File: config.mk
export PLATFORM = sky130hd
export DESIGN_NAME = uwb_imu_frame_parser_core
export DESIGN_NICKNAME = d
export VERILOG_FILES = /design/src/hdl/uwbimu_pkg.sv /design/src/hdl/uwb_imu_frame_parser_core.sv
export SDC_FILE = /design/constraint.sdc
export NUM_CORES = 1
export LEC_CHECK = 0
export BUFFER_PORTS_ARGS = -buffer_cell sky130_fd_sc_hd__buf_2
export CAP_MARGIN = 0
export CORE_MARGIN = 5
export CORE_UTILIZATION = 56
export DETAILED_ROUTE_END_ITERATION = 10
export GPL_TIMING_DRIVEN = 0
export PLACE_DENSITY_LB_ADDON = 0.1
export SLEW_MARGIN = 20
export SYNTH_ARGS = -nofsm -noshare
export SYNTH_HDL_FRONTEND = slang
export SYNTH_SLANG_ARGS = --single-unit
File: constraint.sdc
create_clock -name clk -period 6.3 [get_ports clk]
set_input_delay 1.26 -clock clk [delete_from_list [all_inputs] [get_ports clk]]
set_output_delay 1.26 -clock clk [all_outputs]
set_load 0.03 [all_outputs]
File: src/hdl/uwbimu_pkg.sv
// Package for the UWB/IMU serial frame parser: frame codes, lengths and the
// sequencer state type. No dependencies.
package uwbimu_pkg;

    localparam logic [7:0] TYPE_RANGE = 8'h0C;
    localparam logic [7:0] TYPE_IMU   = 8'h0B;

    // Frame lengths in bytes, including header, type and checksum
    localparam logic [4:0] LEN_RANGE = 5'd15;
    localparam logic [4:0] LEN_IMU   = 5'd29;

    // First payload byte position (after header, type and timestamp)
    localparam logic [4:0] POS_DATA  = 5'd6;
    localparam logic [4:0] POS_TS_LO = 5'd2;
    localparam logic [4:0] POS_TS_HI = 5'd5;

    // Index of the final result of each frame kind
    localparam logic [3:0] LAST_RANGE = 4'd3;
    localparam logic [3:0] LAST_IMU   = 4'd10;
    localparam int         NUM_WORDS  = 11;

    localparam logic KIND_RANGE = 1'b0;
    localparam logic KIND_IMU   = 1'b1;

    // Register indexes on the configuration port
    localparam logic REG_HEADER = 1'b0;
    localparam logic REG_OFFSET = 1'b1;

    localparam logic [7:0]  HEADER_RESET = 8'h0A;
    localparam logic [15:0] OFFSET_RESET = 16'd400;

    typedef enum logic [1:0] {
        ST_HUNT = 2'd0,
        ST_TYPE = 2'd1,
        ST_BODY = 2'd2,
        ST_EMIT = 2'd3
    } parse_state_t;

endpackage

File: src/hdl/uwb_imu_frame_parser_core.sv
// UWB/IMU serial frame parser, top level.
// Depends on uwbimu_pkg (frame codes, lengths, state type).
//
//  Channel   Handshake            Payload
//  -------   ------------------   --------------------------------------------
//  input     in_valid / in_stall  rx_byte[7:0]
//  output    out_valid/out_stall  frame_kind, timestamp_ms[31:0],
//                                 value_index[3:0], value[16:0] signed, last
//  config    APB (psel..pready)   reg 0 header_byte @0x0, reg 1 range_offset_mm @0x4
//
// Flow: received bytes are taken while the input is not stalled. After a good checksum
// the block stalls its input while one shared convert unit (offset subtract and clamp,
// or sign extension) produces one result per cycle from the stored words, unless the
// output stalls: 4 results for a range frame, 11 for an IMU frame.
// Reset: asynchronous, active low; clears the sequencer, the checksum and the
// output valid. Stored frame words need no reset: each is written before use.
// Stalls: the output beat sits in a register, so the last result of a frame
// may wait while the next frame's bytes are already being taken.
module uwb_imu_frame_parser_core (
    input  logic                    clk,
    input  logic                    rst_n,
    // input channel
    input  logic                    in_valid,
    output logic                    in_stall,
    input  logic [7:0]              rx_byte,
    // output channel
    output logic                    out_valid,
    input  logic                    out_stall,
    output logic                    frame_kind,
    output logic [31:0]             timestamp_ms,
    output logic [3:0]              value_index,
    output logic signed [16:0]      value,
    output logic                    last,
    // configuration port
    input  logic                    psel,
    input  logic                    penable,
    input  logic                    pwrite,
    input  logic [2:0]              paddr,
    input  logic [31:0]             pwdata,
    output logic [31:0]             prdata,
    output logic                    pready
);
    import uwbimu_pkg::*;

    // Configuration registers
    logic [7:0]   header_reg;
    logic [15:0]  offset_reg;

    // Sequencer and frame bookkeeping
    parse_state_t state_reg, state_next;
    logic         ftype_reg;
    logic [4:0]   count_reg;
    logic [7:0]   sum_reg;
    logic [3:0]   emit_idx_reg;

    // Frame payload: timestamp and 16-bit words, assembled as bytes arrive
    logic [31:0]  ts_reg;
    logic [7:0]   hi_reg;
    logic [15:0]  word_mem [NUM_WORDS];

    // Output register
    logic               out_valid_reg;
    logic               kind_out_reg;
    logic [31:0]        ts_out_reg;
    logic [3:0]         idx_out_reg;
    logic signed [16:0] value_out_reg;
    logic               last_out_reg;

    logic         in_acc;
    logic         emit_load;
    logic [4:0]   frame_len;
    logic [7:0]   sum_next;
    logic         type_ok;
    logic         at_check;
    logic         body_store;
    logic [4:0]   data_off;
    logic [3:0]   word_idx;
    logic [15:0]  raw_word;
    logic [16:0]  diff;
    logic signed [16:0] conv_value;
    logic         emit_last;
    logic         cfg_wr;

    // ------------------------------------------------------------------
    // Configuration port: writes land on the access cycle, reads are plain
    // ------------------------------------------------------------------
    assign pready = 1'b1;
    assign cfg_wr = psel & penable & pwrite & pready;

    always_ff @(posedge clk or negedge rst_n)
    begin
        if (!rst_n)
        begin
            header_reg <= HEADER_RESET;
            offset_reg <= OFFSET_RESET;
        end
        else if (cfg_wr)
        begin
            unique case (paddr[2])
                REG_HEADER: header_reg <= pwdata[7:0];
                REG_OFFSET: offset_reg <= pwdata[15:0];
                default:    header_reg <= header_reg;
            endcase
        end
    end

    always_comb
    begin
        unique case (paddr[2])
            REG_HEADER: prdata = {24'd0, header_reg};
            REG_OFFSET: prdata = {16'd0, offset_reg};
            default:    prdata = 32'd0;
        endcase
    end

    // ------------------------------------------------------------------
    // Byte-level decode
    // ------------------------------------------------------------------
    assign in_acc     = in_valid & ~in_stall;
    assign frame_len  = ftype_reg ? LEN_IMU : LEN_RANGE;
    assign sum_next   = sum_reg + rx_byte;
    assign type_ok    = (rx_byte == TYPE_RANGE) || (rx_byte == TYPE_IMU);
    assign at_check   = (count_reg == frame_len - 5'd1);
    assign body_store = (count_reg < frame_len - 5'd1);
    assign data_off   = count_reg - POS_DATA;
    assign word_idx   = data_off[4:1];

    // ------------------------------------------------------------------
    // Shared convert unit, if not stalled: one stored word per cycle into one result
    // ------------------------------------------------------------------
    assign raw_word  = word_mem[emit_idx_reg];
    assign diff      = {1'b0, raw_word} - {1'b0, offset_reg};
    assign emit_last = ftype_reg ? (emit_idx_reg == LAST_IMU)
                                 : (emit_idx_reg == LAST_RANGE);

    always_comb
    begin
        if (ftype_reg == KIND_IMU)
            conv_value = {raw_word[15], raw_word};
        else if (diff[16])
            conv_value = 17'sd0;   // raw below offset: clamp at zero
        else
            conv_value = diff;
    end

    // ------------------------------------------------------------------
    // Sequencer: next state
    // ------------------------------------------------------------------
    always_comb
    begin
        state_next = state_reg;
        unique case (state_reg)
            ST_HUNT:
            begin
                if (in_acc && rx_byte == header_reg)
                    state_next = ST_TYPE;
            end
            ST_TYPE:
            begin
                if (in_acc)
                    state_next = type_ok ? ST_BODY : ST_HUNT;
            end
            ST_BODY:
            begin
                if (in_acc)
                begin
                    priority if (!body_store && !at_check)
                        state_next = ST_HUNT;
                    else if (at_check)
                        state_next = (rx_byte == sum_reg) ? ST_EMIT : ST_HUNT;
                end
            end
            ST_EMIT:
            begin
                if (emit_load && emit_last)
                    state_next = ST_HUNT;
            end
            default: state_next = ST_HUNT;
        endcase
    end

    // ------------------------------------------------------------------
    // Sequencer: outputs
    // ------------------------------------------------------------------
    always_comb
    begin
        in_stall  = (state_reg == ST_EMIT);
        emit_load = (state_reg == ST_EMIT) && (!out_valid_reg || !out_stall);
    end

    // Control state
    always_ff @(posedge clk or negedge rst_n)
    begin
        if (!rst_n)
        begin
            state_reg    <= ST_HUNT;
            ftype_reg    <= KIND_RANGE;
            count_reg    <= 5'd0;
            sum_reg      <= 8'd0;
            emit_idx_reg <= 4'd0;
        end
        else
        begin
            state_reg <= state_next;
            if (in_acc)
            begin
                unique case (state_reg)
                    ST_TYPE:
                    begin
                        if (type_ok)
                        begin
                            sum_reg   <= sum_next;
                            ftype_reg <= (rx_byte == TYPE_IMU);
                            count_reg <= 5'd2;
                        end
                        else
                            count_reg <= 5'd0;
                    end
                    ST_BODY:
                    begin
                        if (body_store)
                        begin
                            sum_reg   <= sum_next;
                            count_reg <= count_reg + 5'd1;
                        end
                        else
                            count_reg <= 5'd0;
                        emit_idx_reg <= 4'd0;
                    end
                    default:
                    begin
                        // hunting, including any unused code
                        if (rx_byte == header_reg)
                        begin
                            sum_reg   <= rx_byte;
                            count_reg <= 5'd1;
                        end
                    end
                endcase
            end
            if (emit_load)
                emit_idx_reg <= emit_idx_reg + 4'd1;
        end
    end

    // Frame payload capture
    always_ff @(posedge clk)
    begin
        if (in_acc && state_reg == ST_BODY && body_store)
        begin
            if (count_reg >= POS_TS_LO && count_reg <= POS_TS_HI)
                ts_reg <= {ts_reg[23:0], rx_byte};
            if (count_reg >= POS_DATA)
            begin
                if (!data_off[0])
                    hi_reg <= rx_byte;
                else
                    word_mem[word_idx] <= {hi_reg, rx_byte};
            end
        end
    end

    // Output register: advance when empty or taken, drop valid when taken
    always_ff @(posedge clk or negedge rst_n)
    begin
        if (!rst_n)
            out_valid_reg <= 1'b0;
        else if (emit_load)
            out_valid_reg <= 1'b1;
        else if (!out_stall)
            out_valid_reg <= 1'b0;
    end

    always_ff @(posedge clk)
    begin
        if (emit_load)
        begin
            kind_out_reg  <= ftype_reg;
            ts_out_reg    <= ts_reg;
            idx_out_reg   <= emit_idx_reg;
            value_out_reg <= conv_value;
            last_out_reg  <= emit_last;
        end
    end

    assign out_valid    = out_valid_reg;
    assign frame_kind   = kind_out_reg;
    assign timestamp_ms = ts_out_reg;
    assign value_index  = idx_out_reg;
    assign value        = value_out_reg;
    assign last         = last_out_reg;

    // ------------------------------------------------------------------
    // Assertions
    // ------------------------------------------------------------------
    a_body_count: assert property (@(posedge clk) disable iff (!rst_n)
        (state_reg == ST_BODY) |-> (count_reg >= 5'd2 && count_reg < frame_len))
        else $error("byte count out of frame bounds");

    a_last_index: assert property (@(posedge clk) disable iff (!rst_n)
        (out_valid_reg && last_out_reg) |->
            ((kind_out_reg && idx_out_reg == LAST_IMU) ||
             (!kind_out_reg && idx_out_reg == LAST_RANGE)))
        else $error("last flag on wrong result index");

    a_range_nonneg: assert property (@(posedge clk) disable iff (!rst_n)
        (out_valid_reg && !kind_out_reg) |-> !value_out_reg[16])
        else $error("range result below zero");

    a_emit_first: assert property (@(posedge clk) disable iff (!rst_n)
        (state_reg == ST_BODY && state_next == ST_EMIT) |=> (emit_idx_reg == 4'd0))
        else $error("result sequence not restarted");

endmodule

Word level (Yosys, flattened, before mapping)
Memory sizes are Yosys's and may differ from the RTL's.
Cells that the tools add are included.

operators by class
  add/subtract/negate cells = 6
  magnitude comparators = 4
  equal/unequal tests = 18
  multiplexer cells = 31
  bitwise operators = 6
  reductions and logical operators = 26

operators by type and width
  operator                                                                              number
  32-bit one-hot mux with 2 select lines                                                1
  8-bit two-way mux                                                                     3
  2-bit two-way mux                                                                     9
  17-bit two-way mux                                                                    1
  16-bit by 16-bit subtractor with 17-bit output                                        1
  8-bit by 4-bit equality test with 1-bit output (second input constant)                2
  8-bit equality test                                                                   2
  16-bit two-way mux                                                                    1
  8-bit one-hot mux with 2 select lines                                                 1
  5-bit two-way mux                                                                     3
  4-bit two-way mux                                                                     3
  2-bit != test (second input constant)                                                 5
  5-bit one-hot mux with 2 select lines                                                 1
  2-bit AND reduction                                                                   5
  8-bit adder                                                                           1
  2-bit one-hot mux with 4 select lines                                                 1
  1-bit logical AND                                                                     7
  1-bit two-way mux                                                                     7
  3-bit AND reduction                                                                   2
  5-bit by 1-bit adder with 5-bit output (second input constant)                        1
  5-bit equality test                                                                   1
  5-bit by 2-bit greater-or-equal comparator with 1-bit output (second input constant)  1
  5-bit by 3-bit greater-or-equal comparator with 1-bit output (second input constant)  1
  5-bit by 3-bit <= comparator with 1-bit output (second input constant)                1
  19 further kinds                                                                      30

storage, ports and cells
  register bits after elaboration = 140
  bits in writable memories = 176
  memories = 1

memories
  memory    depth  bits a word  rd ports  clocked after memory_dff  write ports  line                             source
  word_mem  11     16           1         0                         1            uwb_imu_frame_parser_core.sv:59  logic [15:0] word_mem [NUM_WORDS];

Longest topological paths before layout
  depth after elaboration = 8
  gate-level depth with buffers = 18

Worst setup path after synthesis
OpenSTA, ideal clock, no wires.

  path type = input-to-reg
  from = in in_valid
  to = reg ts_reg[0] (enable)
  setup time = 0.468 ns
  arrival = 4.118 ns
  data required time = 5.832 ns
  path slack = 1.714 ns
  stages on the path = 4
  path buffers = 1
  cells stage by stage = nand2b_1 clkbuf_1 nor3_1 nor3b_1

on the way
  word-level cells in the longest chain between the ends = 4

RTL lines
  item                                  line                              source
  from (decl)                           uwb_imu_frame_parser_core.sv:23   input logic in_valid,
  1-bit AND                             uwb_imu_frame_parser_core.sv:119  assign in_acc = in_valid & ~in_stall;
  1-bit logical AND (2 in series)       uwb_imu_frame_parser_core.sv:249  if (in_acc && state_reg == ST_BODY && body_store)
  2-bit AND reduction (no source line)  -
  to (signal assigned)                  uwb_imu_frame_parser_core.sv:252  ts_reg <= {ts_reg[23:0], rx_byte};
  to (decl)                             uwb_imu_frame_parser_core.sv:57   logic [31:0] ts_reg;

Every way passes these cells.
A chain may end at the register's enable or synchronous reset.

Worst setup path after layout
  from = reg emit_idx_reg[1]
  to = reg value_out_reg[15], in the netlist value[15], data pin

on the way
  word-level cells in the longest chain between the ends = 4

RTL lines
  item                                            line                              source
  from (decl)                                     uwb_imu_frame_parser_core.sv:54   logic [3:0] emit_idx_reg;
  from (signal assigned)                          uwb_imu_frame_parser_core.sv:242  emit_idx_reg <= emit_idx_reg + 4'd1;
  memory read 11 x 16 bit (*)                     -
  16-bit by 16-bit subtractor with 17-bit output  uwb_imu_frame_parser_core.sv:132  assign diff = {1'b0, raw_word} - {1'b0, offset_reg};
  16-bit two-way mux                              uwb_imu_frame_parser_core.sv:140  else if (diff[16])
  17-bit two-way mux (*)                          uwb_imu_frame_parser_core.sv:138  if (ftype_reg == KIND_IMU)
  named net conv_value[15]                        uwb_imu_frame_parser_core.sv:80   logic signed [16:0] conv_value;
  to (signal assigned)                            uwb_imu_frame_parser_core.sv:281  value_out_reg <= conv_value;
  to (decl)                                       uwb_imu_frame_parser_core.sv:66   logic signed [16:0] value_out_reg;

Mark *: on every way through the listed nets, which the timed path passes. The rest lies on a longest branch.

==> impl_metrics.ini <==
[status]
status = finished, final reports clean

[floorplan]
die_w_um = 165.9
initial_core_util_pct = 56.44
die_area_sq_um = 27510
rows = 57
io_pins = 140
core_area_sq_um = 24110
die_h_um = 165.9

[global_routing]
grt_first_pass_wirelength_um = 44020
antenna_found_initial = 0
grt_max_degree = 58
grt_overflow_total = 0
grt_pass1_vias = 7587
grt_usage_pct = 20.53

[synthesis]
synthArstFlopShare_pct = 14.24
synth_compound_area_share_pct = 6.318
synthMuxAreaShare_pct = 11.24
synth-seq-cells = 316
syn_inst = 877
synth_edf_count = 271
synthDistinctLibCells = 71
synth_top_flop_cell = edfxtp_1
synth-simple-area-share_pct = 5.748
ys_warn_count = 0
synth_area_per_cell_sq_um = 15.51
synth-xor-area-share_pct = 1.481
synth_top_family_by_area = multiplexers
syn-cell-area_sq_um = 13600
yosysSeqAreaShare_pct = 68.14
synth_fa_ha_area_share_pct = 3.697

[finish]
final_layout_size_suffix_gt1_share_pct = 28.62
antennaDiodeCount = 0
final_cell_mix = 271 x edfxtp_1, 112 x buf_2, 66 x nand2_1
fillCellCount = 1732
seq_area_sq_um = 9270
finalNetCount = 1134
largest_reg_flops = 176
postLayoutCellArea_sq_um = 15850
areaGrowthSynthToFinish_pct = 16.50
final_common_cell = edfxtp_1
multi_input_area_sq_um = 3985
instances_no_fill = 1393

[critical_path]
crit_path_start = emit_idx_reg[1]
crit_cells = 15
arrival_ns = 4.65
max_stage_delay_ns = 0.62
path_class = register to register
endpoint = value[15]
path_cells = buf_2, clkbuf_1, mux4_2, mux2i_1, o21ai_0, ha_1, buf_2, a21oi_1, o21ai_0, or3_1, o22ai_2, a221oi_2, inv_2, buf_6, a22oi_2
reg2regPathDepth = 15
required_ns = 6.59
cp_slowest_cell = clkbuf_1
critical_path.max_fanout = 10
crit_family = buffers and inverters
cp.buffers_inverters = 5
r2r_end = value[15]
r2r_start = emit_idx_reg[1]
worstSetupStartpointType = register
r2r_setup_slack_ns = 1.94
worstSetupEndpointType = register

[timing]
finalSetupViolCount = 0
skew_ns = 0.01827
rsz0062_at_grt = false
slew_viol_final = 0
tns_ns = 0
worst_pin_slew_ns = 0.9300
layout_setup_ws_ns = 1.940
min_period_ns = 4.360
slew_headroom_pct = 37.94
hold_viol_final = 0
fmax_mhz = 229.3
post-route-period-util_pct = 69.21

[route]
wl_um = 28660
vias = 7726
antenna_left = 0
route.detailed.drc = 0
firstDrtPassIters = 5
routedWlPerCell_um = 20.58
drtIter0Drc = 611
viasPerCell = 5.546

[clocking]
cts.clk_slew.worst_paths_ns = 0.07
cts_buffers = 31
clock_latency_ns = 0.57
cts_tree = done
clockBufferDepth = 3
hold_buffers = 0
cts_resized = 0
clkSinkCount = 316
root_buffer = clkbuf_16
cts.htree.levels = 1
cts_setup_buffers = 0

[place]
hpwl_um = 19560
dp_slack_ns = 1.940
place_inst = 1336
portBuffers = 103
gp_routability_congestion = 0.8442
dpl-instance-area_sq_um = 14830

[pwr]
vdd_drop_max_mv = 0.2457
power.leakage_nw = 5.752
p_per_area_nw_per_um2 = 355.6
finalPower_mw = 5.637

[flow_run]
cap_viol_max_count = 0

[min_path]
hold_path.class = register to register
## worst min path at each step
stage	startpoint	end	slack, ns	cells past startpoint
after floorplan	ts_reg[24]	timestamp_ms[24]	0.40	0
after global placement	ts_reg[28]	timestamp_ms[28]	0.40	0
after detailed placement	ts_reg[24]	timestamp_ms[24]	0.41	0
after CTS	ts_reg[24]	timestamp_ms[24]	0.42	0
after global routing	ts_reg[30]	timestamp_ms[30]	0.42	0
final	ts_reg[30]	timestamp_ms[30]	0.42	0
## synthesized netlist by cell type, types with 2 or more instances
cell,instances,area [sq um]
o22ai_1,4,25.02
dfrtp_1,40,1001
conb_1,2,7.510
fa_1,2,40.04
nand2b_1,7,43.79
and2_1,10,62.56
nor2b_1,5,31.28
nor2_1,37,138.9
a21boi_0,3,22.52
nor3_1,7,35.03
buf_2,9,45.04
mux2i_1,38,380.4
ha_1,37,462.9
nand4_1,6,37.54
nor4b_1,2,17.52
o31ai_1,2,15.01
xnor2_1,10,87.58
nor4_1,4,25.02
buf_6,2,22.52
a21oi_1,27,135.1
o21a_1,4,30.03
dfstp_2,5,131.4
buf_4,21,157.7
a22o_1,2,17.52
edfxtp_1,271,8138
o21bai_1,2,15.01
a21oi_2,2,17.52
o21ai_1,8,40.04
a21o_1,4,30.03
or3_1,4,25.02
nor3b_1,2,15.01
a211oi_1,3,22.52
nand3_1,8,40.04
mux2_2,35,394.1
mux4_2,33,743.2
o21ai_0,58,290.3
nand2_1,66,247.7
xor2_1,13,113.9
buf_8,2,30.03
inv_1,33,123.9
a31oi_1,2,12.51
clkbuf_1,16,60.06
## metal layers
| layer | GRT usage [%] | share of wire, % |
|---|---|---|
| met3 | 3.880 | 6.2 |
| met4 | 5.165 | 2.4 |
| met1 | 28.39 | 42 |
| met5 | 0 | 0 |
| met2 | 34.18 | 49 |
## kinds of logic after synthesis
kind of cell	count (synthesis)
buffers and inverters	86
AOI/OAI and AO/OA	139
adders and majority gates	39
other	2
muxes	107
and+or+nand+nor	165
DFF	316
xor gates and xnor gates	23
## metrics by stage
stage | utilization [%] | hold WS (ns)
global route | 65.75 | 0.4197
detailed placement | 61.53 | 0.4075
floorplan | - | 0.4003
global placement | 60.49 | 0.4001
finish | 65.75 | 0.4168
CTS | 65.74 | 0.4228
## where the power goes
group	internal (mW)	switching, mW
Clock	1.04	0.792
Sequential	2.36	0.0565
Combinational	0.594	0.797
Total	3.99	1.65
## area by class of cell
class / count / share of cell area, %
clock buffers: 35 / 4.989
repair buffers: 120 / 4.563
inverters: 34 / 0.8052
well taps: 324 / 2.558
clock inverters: 22 / 1.405
multi-input cells: 490 / 25.14
plain buffers: 52 / 2.045
flip-flops and latches: 316 / 58.49
## worst register-to-register path, stage by stage (launching register included)
cell	delay, ns
dfrtp_1	0.38
buf_2	0.29
clkbuf_1	0.62
mux4_2	0.41
mux2i_1	0.30
o21ai_0	0.28
ha_1	0.35
buf_2	0.17
a21oi_1	0.12
o21ai_0	0.11
or3_1	0.33
o22ai_2	0.25
a221oi_2	0.13
inv_2	0.12
buf_6	0.15
a22oi_2	0.09
Note: power is estimated with default switching activity, not from simulation.
